--- src/hdl/ampwm_pkg.sv ---
`timescale 1ns / 1ps

package ampwm_pkg;

  // Number of PWM channels held in the channel memory.
  localparam int CHANNELS = 8;

  // Derived widths for channel indexes and channel counts.
  localparam int CH_IDX_W = (CHANNELS > 1) ? $clog2(CHANNELS) : 1;
  localparam int CH_CNT_W = $clog2(CHANNELS + 1);

  // Fixed field widths.
  localparam int TC_W       = 32;
  localparam int DUTY_W     = 16;
  localparam int PER_W      = 16;
  localparam int ALIGN_W    = 2;
  localparam int NCH_W      = 4;
  localparam int CHAN_W     = 3;
  localparam int LEVELS_W   = 8;
  localparam int CMD_W      = 2;
  localparam int CFG_IDX_W  = 2;
  localparam int CFG_DATA_W = 16;
  localparam int DIV_CNT_W  = $clog2(TC_W + 1);

  // Configuration register indexes.
  localparam logic [CFG_IDX_W-1:0] REG_PERIOD   = 2'd0;
  localparam logic [CFG_IDX_W-1:0] REG_ALIGN    = 2'd1;
  localparam logic [CFG_IDX_W-1:0] REG_CHANNELS = 2'd2;

  // Reset values of the configuration registers.
  localparam logic [PER_W-1:0]   PERIOD_RST   = 16'd256;
  localparam logic [ALIGN_W-1:0] ALIGN_RST    = 2'd0;
  localparam logic [NCH_W-1:0]   CHANNELS_RST = 4'd8;

  // Alignment modes; the unused code behaves as left aligned.
  localparam logic [ALIGN_W-1:0] ALIGN_LEFT   = 2'd0;
  localparam logic [ALIGN_W-1:0] ALIGN_RIGHT  = 2'd1;
  localparam logic [ALIGN_W-1:0] ALIGN_CENTER = 2'd2;

  // Commands carried by an input beat.
  typedef enum logic [CMD_W-1:0] {
    CMD_TICK     = 2'd0,
    CMD_SET_DUTY = 2'd1,
    CMD_START    = 2'd2,
    CMD_STOP     = 2'd3
  } cmd_e;

  // Channel engine sequencer states.
  typedef enum logic [3:0] {
    ST_IDLE,
    ST_TICK_RD,
    ST_TICK_WR,
    ST_DIV,
    ST_RD_DUTY,
    ST_SCH_A,
    ST_SCH_B,
    ST_SCH_C,
    ST_SCH_D,
    ST_DONE
  } eng_state_e;

  // Effective configuration seen by the engine.
  typedef struct packed {
    logic [PER_W-1:0]    period;
    logic [ALIGN_W-1:0]  align;
    logic [CH_CNT_W-1:0] nchan;
  } cfg_t;

  // Result handed from the engine to the output register.
  typedef struct packed {
    logic                valid;
    logic [LEVELS_W-1:0] levels;
    logic                running;
  } res_t;

  // One entry of the channel memory.
  typedef struct packed {
    logic [DUTY_W-1:0] duty;
    logic [TC_W-1:0]   on_time;
    logic [TC_W-1:0]   off_time;
  } chan_ent_t;

  localparam int ENT_W = $bits(chan_ent_t);

endpackage

--- src/hdl/multichannel_aligned_pwm_core.sv ---
`timescale 1ns / 1ps
// Multichannel PWM core, edge or center aligned, driven by command beats.
// Input channel (in_valid_i/in_ready_o) carries command, channel and duty;
// each accepted beat yields exactly one output beat with the pin levels of
// channels 0 to 7 and the running flag, after the command has been applied.
// Configuration (period, alignment, channels in use) is written through
// cfg_we_i/cfg_idx_i/cfg_data_i; the user must write it only while no beat
// is in flight, which the block does not enforce. Per-channel duty, on time
// and off time live in one channel memory that is visited one entry at a
// time with read-modify-write: tick reads and rewrites each channel in use;
// set duty waits on the 32-step bit-serial remainder unit, then schedules;
// start reads and schedules each channel in use; stop goes to the result.
// One beat is worked at a time; the next is taken once the result has moved
// into the output register, even while that register waits on out_ready_i.
// A stalled receiver holds the output beat; when the output register and the
// engine both hold results, input is held off.
// Reset clears all channels to zero duty and low levels, zeroes the counter,
// sets the block running and loads period 256, left aligned, eight channels.
module multichannel_aligned_pwm_core (
  input  logic        clk_i,
  input  logic        rst_ni,
  input  logic        cfg_we_i,
  input  logic [1:0]  cfg_idx_i,
  input  logic [15:0] cfg_data_i,
  input  logic        in_valid_i,
  output logic        in_ready_o,
  input  logic [1:0]  command_i,
  input  logic [2:0]  channel_i,
  input  logic [15:0] duty_i,
  output logic        out_valid_o,
  input  logic        out_ready_i,
  output logic [7:0]  levels_o,
  output logic        running_o
);
  import ampwm_pkg::*;

  logic [PER_W-1:0]   period_q;
  logic [ALIGN_W-1:0] align_q;
  logic [NCH_W-1:0]   nchan_q;

  cfg_t cfg;
  res_t res;
  logic res_ready;

  logic                out_valid_q;
  logic [LEVELS_W-1:0] levels_q;
  logic                running_q;

  // Configuration register writes.
  always_ff @(posedge clk_i or negedge rst_ni) begin
    if (!rst_ni) begin
      period_q <= PERIOD_RST;
      align_q  <= ALIGN_RST;
      nchan_q  <= CHANNELS_RST;
    end else if (cfg_we_i) begin
      unique case (cfg_idx_i)
        REG_PERIOD:   period_q <= cfg_data_i[PER_W-1:0];
        REG_ALIGN:    align_q  <= cfg_data_i[ALIGN_W-1:0];
        REG_CHANNELS: nchan_q  <= cfg_data_i[NCH_W-1:0];
        default: ;
      endcase
    end
  end

  // Effective configuration: zero period acts as one, channel count clamps.
  always_comb begin
    cfg.period = (period_q == '0) ? PER_W'(1) : period_q;
    cfg.align  = align_q;
    cfg.nchan  = (32'(nchan_q) > CHANNELS) ? CH_CNT_W'(CHANNELS) : CH_CNT_W'(nchan_q);
  end

  ampwm_engine u_engine (
    .clk_i       (clk_i),
    .rst_ni      (rst_ni),
    .cfg_i       (cfg),
    .cmd_valid_i (in_valid_i),
    .cmd_ready_o (in_ready_o),
    .cmd_i       (cmd_e'(command_i)),
    .chan_i      (channel_i),
    .duty_i      (duty_i),
    .res_o       (res),
    .res_ready_i (res_ready)
  );

  // Output register parts the engine from the receiver.
  assign res_ready = !out_valid_q || out_ready_i;

  always_ff @(posedge clk_i or negedge rst_ni) begin
    if (!rst_ni) begin
      out_valid_q <= 1'b0;
    end else if (res_ready) begin
      out_valid_q <= res.valid;
    end
  end

  always_ff @(posedge clk_i) begin
    if (res_ready && res.valid) begin
      levels_q  <= res.levels;
      running_q <= res.running;
    end
  end

  assign out_valid_o = out_valid_q;
  assign levels_o    = levels_q;
  assign running_o   = running_q;

endmodule

--- src/hdl/ampwm_divider.sv ---
`timescale 1ns / 1ps

module ampwm_divider (
  input  logic                      clk_i,
  input  logic                      rst_ni,
  input  logic                      start_i,
  input  logic [ampwm_pkg::TC_W-1:0]  dividend_i,
  input  logic [ampwm_pkg::PER_W-1:0] divisor_i,
  output logic                      done_o,
  output logic [ampwm_pkg::PER_W-1:0] rem_o
);
  import ampwm_pkg::*;

  logic                 busy_q;
  logic                 done_q;
  logic [DIV_CNT_W-1:0] cnt_q;
  logic [TC_W-1:0]      dvd_q;
  logic [PER_W-1:0]     rem_q;

  logic [PER_W:0]   trial;
  logic [PER_W:0]   trial_sub;
  logic             fits;
  logic [PER_W-1:0] rem_nx;

  // One restoring remainder step per cycle, dividend bits taken MSB first.
  always_comb begin
    trial     = {rem_q, dvd_q[TC_W-1]};
    trial_sub = trial - {1'b0, divisor_i};
    fits      = trial >= {1'b0, divisor_i};
    rem_nx    = fits ? trial_sub[PER_W-1:0] : trial[PER_W-1:0];
  end

  // Control: step counter and completion pulse.
  always_ff @(posedge clk_i or negedge rst_ni) begin
    if (!rst_ni) begin
      busy_q <= 1'b0;
      done_q <= 1'b0;
      cnt_q  <= '0;
    end else begin
      done_q <= busy_q && (cnt_q == DIV_CNT_W'(1));
      if (start_i) begin
        busy_q <= 1'b1;
        cnt_q  <= DIV_CNT_W'(TC_W);
      end else if (busy_q) begin
        cnt_q <= cnt_q - DIV_CNT_W'(1);
        if (cnt_q == DIV_CNT_W'(1)) begin
          busy_q <= 1'b0;
        end
      end
    end
  end

  // Datapath: partial remainder and shifting dividend.
  always_ff @(posedge clk_i) begin
    if (start_i) begin
      dvd_q <= dividend_i;
      rem_q <= '0;
    end else if (busy_q) begin
      dvd_q <= {dvd_q[TC_W-2:0], 1'b0};
      rem_q <= rem_nx;
    end
  end

  assign done_o = done_q;
  assign rem_o  = rem_q;

endmodule

--- src/hdl/ampwm_engine.sv ---
`timescale 1ns / 1ps

module ampwm_engine (
  input  logic                         clk_i,
  input  logic                         rst_ni,
  input  ampwm_pkg::cfg_t              cfg_i,
  input  logic                         cmd_valid_i,
  output logic                         cmd_ready_o,
  input  ampwm_pkg::cmd_e              cmd_i,
  input  logic [ampwm_pkg::CHAN_W-1:0] chan_i,
  input  logic [ampwm_pkg::DUTY_W-1:0] duty_i,
  output ampwm_pkg::res_t              res_o,
  input  logic                         res_ready_i
);
  import ampwm_pkg::*;

  eng_state_e state_q, state_d;

  logic [CH_IDX_W-1:0] idx_q;
  logic                run_q;
  logic [TC_W-1:0]     tc_q;
  logic [CHANNELS-1:0] pin_q;
  logic [CHANNELS-1:0] vld_q;
  logic                is_start_q;
  logic [DUTY_W-1:0]   duty_q;
  logic [TC_W-1:0]     phase_q;
  logic [PER_W-1:0]    diff_q;
  logic [DUTY_W-1:0]   dsat_q;
  logic [TC_W-1:0]     on_q;
  logic [TC_W-1:0]     off_q;

  // Channel memory with registered read data.
  chan_ent_t mem_q [CHANNELS];
  chan_ent_t rd_q;
  logic      rd_vld_q;

  logic      acc;
  logic      chan_ok;
  logic      nchan_zero;
  logic      last;
  logic [CH_CNT_W-1:0] idx_inc;
  logic [TC_W-1:0] per32;
  chan_ent_t rd_ent;
  chan_ent_t tick_ent;
  chan_ent_t wr_ent;
  logic      fire_on;
  logic      fire_off;
  logic      mem_rd;
  logic      mem_we;
  logic      div_start;
  logic      div_done;
  logic [PER_W-1:0] div_rem;
  logic [DUTY_W-1:0] duty_src;
  logic [PER_W:0]    sub_w;
  logic [PER_W-1:0]  offset;
  logic [TC_W-1:0]   off_fin;
  logic [LEVELS_W-1:0] levels;

  // Remainder unit for the start of the current period, used only by set duty.
  ampwm_divider u_div (
    .clk_i      (clk_i),
    .rst_ni     (rst_ni),
    .start_i    (div_start),
    .dividend_i (tc_q),
    .divisor_i  (cfg_i.period),
    .done_o     (div_done),
    .rem_o      (div_rem)
  );

  // Common decode.
  always_comb begin
    acc        = cmd_valid_i && (state_q == ST_IDLE);
    chan_ok    = 32'(chan_i) < 32'(cfg_i.nchan);
    nchan_zero = cfg_i.nchan == '0;
    idx_inc    = CH_CNT_W'(idx_q) + CH_CNT_W'(1);
    last       = idx_inc == cfg_i.nchan;
    per32      = TC_W'(cfg_i.period);
    rd_ent     = rd_vld_q ? rd_q : '0;
  end

  // Tick update of one channel: set on its on time, else clear on its off time.
  always_comb begin
    fire_on  = (rd_ent.duty != '0) && (rd_ent.on_time == tc_q);
    fire_off = !fire_on && (rd_ent.duty < cfg_i.period) && (rd_ent.off_time == tc_q);
    tick_ent = rd_ent;
    if (fire_on) begin
      tick_ent.on_time = rd_ent.on_time + per32;
    end
    if (fire_off) begin
      tick_ent.off_time = rd_ent.off_time + per32;
    end
  end

  // Scheduling arithmetic: saturating period minus duty, alignment offset and off time wrap.
  always_comb begin
    duty_src = is_start_q ? rd_ent.duty : duty_q;
    sub_w    = {1'b0, cfg_i.period} - {1'b0, duty_src};
    case (cfg_i.align)
      ALIGN_RIGHT:  offset = diff_q;
      ALIGN_CENTER: offset = diff_q >> 1;
      default:      offset = '0;
    endcase
    off_fin = (tc_q >= off_q) ? off_q + per32 : off_q;
  end

  // Next state.
  always_comb begin
    state_d = state_q;
    unique case (state_q)
      ST_IDLE: begin
        if (acc) begin
          unique case (cmd_i)
            CMD_TICK:     state_d = (run_q && !nchan_zero) ? ST_TICK_RD : ST_DONE;
            CMD_SET_DUTY: state_d = chan_ok ? ST_DIV : ST_DONE;
            CMD_START:    state_d = nchan_zero ? ST_DONE : ST_RD_DUTY;
            CMD_STOP:     state_d = ST_DONE;
            default:      state_d = ST_DONE;
          endcase
        end
      end
      ST_TICK_RD: state_d = ST_TICK_WR;
      ST_TICK_WR: state_d = last ? ST_DONE : ST_TICK_RD;
      ST_DIV:     state_d = div_done ? ST_SCH_A : ST_DIV;
      ST_RD_DUTY: state_d = ST_SCH_A;
      ST_SCH_A:   state_d = ST_SCH_B;
      ST_SCH_B:   state_d = ST_SCH_C;
      ST_SCH_C:   state_d = ST_SCH_D;
      ST_SCH_D:   state_d = (is_start_q && !last) ? ST_RD_DUTY : ST_DONE;
      ST_DONE:    state_d = res_ready_i ? ST_IDLE : ST_DONE;
      default:    state_d = ST_IDLE;
    endcase
  end

  // Outputs of the sequencer: memory port, divider start, handshakes.
  always_comb begin
    mem_rd    = (state_q == ST_TICK_RD) || (state_q == ST_RD_DUTY);
    mem_we    = (state_q == ST_TICK_WR) || (state_q == ST_SCH_D);
    wr_ent    = tick_ent;
    if (state_q == ST_SCH_D) begin
      wr_ent.duty     = dsat_q;
      wr_ent.on_time  = on_q;
      wr_ent.off_time = off_fin;
    end
    div_start   = acc && (cmd_i == CMD_SET_DUTY) && chan_ok;
    cmd_ready_o = state_q == ST_IDLE;
  end

  // Control registers.
  always_ff @(posedge clk_i or negedge rst_ni) begin
    if (!rst_ni) begin
      state_q    <= ST_IDLE;
      idx_q      <= '0;
      run_q      <= 1'b1;
      tc_q       <= '0;
      pin_q      <= '0;
      vld_q      <= '0;
      rd_vld_q   <= 1'b0;
      is_start_q <= 1'b0;
    end else begin
      state_q <= state_d;
      if (acc) begin
        is_start_q <= cmd_i == CMD_START;
        idx_q      <= (cmd_i == CMD_SET_DUTY) ? CH_IDX_W'(chan_i) : '0;
        unique case (cmd_i)
          CMD_TICK: begin
            if (run_q) begin
              tc_q <= tc_q + TC_W'(1);
            end
          end
          CMD_START: begin
            run_q <= 1'b1;
            tc_q  <= '0;
          end
          CMD_STOP: run_q <= 1'b0;
          default: ;
        endcase
      end
      if (mem_rd) begin
        rd_vld_q <= vld_q[idx_q];
      end
      if (mem_we) begin
        vld_q[idx_q] <= 1'b1;
      end
      if (state_q == ST_TICK_WR) begin
        if (fire_on) begin
          pin_q[idx_q] <= 1'b1;
        end else if (fire_off) begin
          pin_q[idx_q] <= 1'b0;
        end
        if (!last) begin
          idx_q <= CH_IDX_W'(idx_inc);
        end
      end
      if ((state_q == ST_SCH_D) && is_start_q && !last) begin
        idx_q <= CH_IDX_W'(idx_inc);
      end
    end
  end

  // Scheduling datapath registers.
  always_ff @(posedge clk_i) begin
    if (acc) begin
      duty_q  <= duty_i;
      phase_q <= '0;
    end
    if ((state_q == ST_DIV) && div_done) begin
      phase_q <= tc_q - TC_W'(div_rem);
    end
    if (state_q == ST_SCH_A) begin
      dsat_q <= sub_w[PER_W] ? cfg_i.period : duty_src;
      diff_q <= sub_w[PER_W] ? '0 : sub_w[PER_W-1:0];
    end
    if (state_q == ST_SCH_B) begin
      on_q <= phase_q + TC_W'(offset);
    end
    if (state_q == ST_SCH_C) begin
      off_q <= on_q + TC_W'(dsat_q);
      on_q  <= (tc_q >= on_q) ? on_q + per32 : on_q;
    end
  end

  // Channel memory: one read or one write per cycle.
  always_ff @(posedge clk_i) begin
    if (mem_we) begin
      mem_q[idx_q] <= wr_ent;
    end
    if (mem_rd) begin
      rd_q <= mem_q[idx_q];
    end
  end

  // Pin levels on the result; only the first eight channels are visible.
  for (genvar g = 0; g < LEVELS_W; g++) begin : g_lvl
    if (g < CHANNELS) begin : g_on
      assign levels[g] = pin_q[g];
    end else begin : g_off
      assign levels[g] = 1'b0;
    end
  end

  always_comb begin
    res_o.valid   = state_q == ST_DONE;
    res_o.levels  = levels;
    res_o.running = run_q;
  end

endmodule
--- config.mk ---
export PLATFORM = sky130hd
export DESIGN_NAME = multichannel_aligned_pwm_core
export DESIGN_NICKNAME = d
export VERILOG_FILES = /design/src/hdl/ampwm_pkg.sv /design/src/hdl/multichannel_aligned_pwm_core.sv /design/src/hdl/ampwm_divider.sv /design/src/hdl/ampwm_engine.sv
export SDC_FILE = /design/constraint.sdc
export NUM_CORES = 2
export LEC_CHECK = 0
export BUFFER_PORTS_ARGS = -buffer_cell sky130_fd_sc_hd__buf_4
export CAP_MARGIN = 20
export CORE_ASPECT_RATIO = 0.5
export CORE_MARGIN = 10
export CORE_UTILIZATION = 40
export DETAILED_ROUTE_END_ITERATION = 8
export MAX_ROUTING_LAYER = met4
export SETUP_SLACK_MARGIN = 0.15
export SLEW_MARGIN = 20
export SYNTH_ARGS = -nofsm -noshare
export SYNTH_HDL_FRONTEND = slang
export SYNTH_HIERARCHICAL = 1
export SYNTH_SLANG_ARGS = --single-unit
--- constraint.sdc ---
create_clock -name clk_i -period 13.7 [get_ports clk_i]
set_input_delay 2.74 -clock clk_i [delete_from_list [all_inputs] [get_ports clk_i]]
set_output_delay 2.74 -clock clk_i [all_outputs]
set_load 0.01 [all_outputs]
==> impl_metrics.yaml <==
timing:
  slew_viol_final: 0
  max_slew_margin: 0.244
  period_needed_ns: 5.61
  fmax_mhz: 178
  setup_viol: 0
  period_share: 0.409
  setup_tns_ns: 0
  finalClockSkew_ns: 0.0628
  hold_violations: 0
  worst_pin_slew_ns: 1.13
  grt_setup_unrepaired: "no"
die:
  die-width_um: 523
  die-area_um2: 142000
  ioPinCount: 55
  die_h_um: 272
  placementRows: 92
  core-area_um2: 126000
  initial_utilization: 0.403
clocking:
  path_clk_slew_ns: 0.06
  cts_max_level: 3
  cts_tree: "built"
  cts_setup_buffers: 0
  cts.path.max_buffers: 3
  root_buffer: "clkbuf_16"
  cts_buffers: 94
  worstSkewPairLatency_ns: 0.74
  ctsResizeCount: 0
  cts.sinks: 1010
  cts_hold_buf: 0
finish:
  syn2layout_area_growth_pct: 11.4
  final_layout_size_suffix_gt1_frac: 0.104
  nets: 4512
  stdcell_area_um2: 56400
yosys:
  synth_nets: 4475
  seq_area_frac_synth: 0.587
  async_flop_share: 0.0881
  synth-seq-cells: 1010
  ys.flop_type: "edfxtp_1"
  synth_warnings: 6
  synth_cell_types: 91
  synthesis.area_um2: 50700
  synth_edf_count: 905
  synthCells: 4191
  synth_top_area_share: 0.536
  synth_area_leaders: "edfxtp_1 (54%), ha_1 (5.7%), a22oi_1 (5.2%), dfrtp_1 (4.2%), xnor2_1 (2.8%)"
  yosys.area.top_type: "edfxtp_1"
  avgSynthCellArea_um2: 12.1
detailed_routing:
  ant_nets: 0
  vias: 36200
  drtIter0Drc: 4851
  viasPerCell: 6.04
  routed_wl_mm: 159
  drt_pre_antenna_iters: 7
  post_drt_wl_per_cell_um: 26.5
  drc_errors: 0
placement:
  detailed_place.area_um2: 53200
  gp_congestion: 0.924
  io_buffers: 54
  dpl.hpwl_mm: 105
global_routing:
  grt_pass1_vias: 34300
  grt_max_degree: 93
  grt-ovfl-total: 0
  antenna_found_initial: 2
  grt_usage: 0.222
  grt_first_pass_wirelength_mm: 230
worst_setup_path:
  arrival_ns: 5.98
  worstPathMaxFanout: 20
  worstSetupPathType: "reg -> reg"
  endpoint_kind: "flop"
  cp_data_required_time_ns: 14.08
  startpoint_type: "flop"
  r2r_cells: 13
run:
  cap_violations: 0
outcome:
  outcome: "complete, no violations"
min_path:
  hold_depth: 0
  min_path_type: "reg -> reg"
power_and_ir_drop:
  power_density_nw_per_um2: 218
  leakagePower_nw: 20.2
  ir_drop_mv: 0.116
-- cell type report --
class	instances	area, µm²
antenna	1	2.50
clock buffer	123	2580
clock inverter	51	609
fill	11300	69400
inverter	185	694
multi-input combinational	2782	19500
sequential	1010	29700
tap	1692	2120
timing repair buffer	155	1160
-- cell usage after synthesis, types with 25 or more instances --
cell type and count:
mux2i_1 64, nand2b_1 32, nor2b_1 35, nor3_1 71
o22ai_1 27, nor4_1 25, ha_1 231, nand4_1 124
and3_1 28, nand2_1 217, inv_1 183, and2_1 65
dfrtp_1 86, nor2_1 315, edfxtp_1 905, a22oi_1 352
a21o_1 48, xor2_1 88, o21ai_0 174, clkbuf_1 175
a21oi_1 166, mux2_2 74, a211oi_1 42, xnor2_1 161
nand3_1 104
-- flip-flops by register name, summed over array words and instances, names as in the netlist, 32 cells and up, named ones only --
register and flops:
u_engine/tc_q 32, u_engine/on_q 32, u_engine/mem_q 640, u_engine/off_q 32, u_engine/phase_q 32, u_engine/rd_q 80, u_engine/u_div/dvd_q 32
-- metal layers --
metal	up-vias	wire (µm)	GRT usage
li1	16000	-	-
met1	18100	71800	0.331
met2	1901	65700	0.309
met3	199	18400	0.0468
met4	0	3140	0.0483
met5	-	0	-
-- power breakdown --
group	switching (mW)	internal [mW]	total, mW
logic	3.05	1.54	4.59
registers	0.545	4.48	5.02
clock network	1.19	1.50	2.69
total	4.79	7.52	12.3
-- layout by cell type (no fill, tap or decap), types with 19 or more instances in the layout --
master,netlist,routed
nor2b_1,35,35
edfxtp_1,905,905
nand3b_1,21,21
a22oi_1,352,352
o21ai_0,174,166
a21oi_1,166,166
or2_2,21,22
clkbuf_16,0,95
and2_1,65,65
nand2b_1,32,32
inv_1,183,181
nor2_1,315,302
buf_4,6,154
xor2_1,88,88
nand3_1,104,104
nor4_1,25,25
o211ai_1,21,21
mux2_2,74,74
ha_1,231,231
a211oi_1,42,41
o22ai_1,27,27
nand4_1,124,124
mux2i_1,64,64
or3_1,24,24
dfrtp_1,86,85
o31ai_1,19,19
nand2_1,217,217
a31oi_1,24,24
a21o_1,48,48
xnor2_1,161,161
and3_1,28,28
nor3_1,71,66
-- cells by family after synthesis --
kind of cell             share of synthesized area
AO/OA/AOI/OAI                                0.135
XOR/XNOR                                    0.0430
adder cells (fa/ha/maj)                     0.0606
buffers and inverters                       0.0311
flip-flops                                   0.587
multiplexers                                0.0294
AND/OR/NAND/NOR                              0.114
-- through the flow --
step	hold WS, ns	util	setup WS (ns)	cells	power, mW
floorplan	0.419	-	6.22	4191	7.85
finish	0.448	0.449	8.09	5999	12.3
CTS	0.452	0.448	8.20	5997	12.2
global route	0.459	0.449	7.78	5999	12.9
detailed placement	0.437	0.423	7.67	5823	9.53
global placement	0.427	0.423	7.72	5822	9.43
-- worst paths after layout --
check | end | slack, ns | startpoint
max | u_engine/mem_q[2][15]$_DFFE_PP_ | 8.09 | period_q[4]$_DFFE_PN0P_
min reg2reg | levels_o[0]$_DFFE_PP_ | 0.45 | flop
max in group asynchronous | u_engine/u_div/cnt_q[0]$_DFFE_PN0P_ | 10.46 | rst_ni
min in group asynchronous | u_engine/vld_q[4]$_DFFE_PN0N_ | 2.03 | rst_ni
min | levels_o[0]$_DFFE_PP_ | 0.45 | flop
max reg2reg | u_engine/mem_q[2][15]$_DFFE_PP_ | 8.09 | period_q[4]$_DFFE_PN0P_
-- worst max-delay path, stage by stage (launching register included) --
cell	delay (ns)
dfrtp_1	0.36
buf_4	0.22
nor4_1	0.38
a41o_1	0.60
inv_1	0.18
o31ai_1	0.33
a211oi_1	0.13
a2111oi_0	0.40
o21ai_0	0.31
a41oi_2	0.26
buf_4	0.31
and2_1	0.78
o311ai_0	0.31
a22oi_1	0.70
Power figures use the tool's default switching activity.
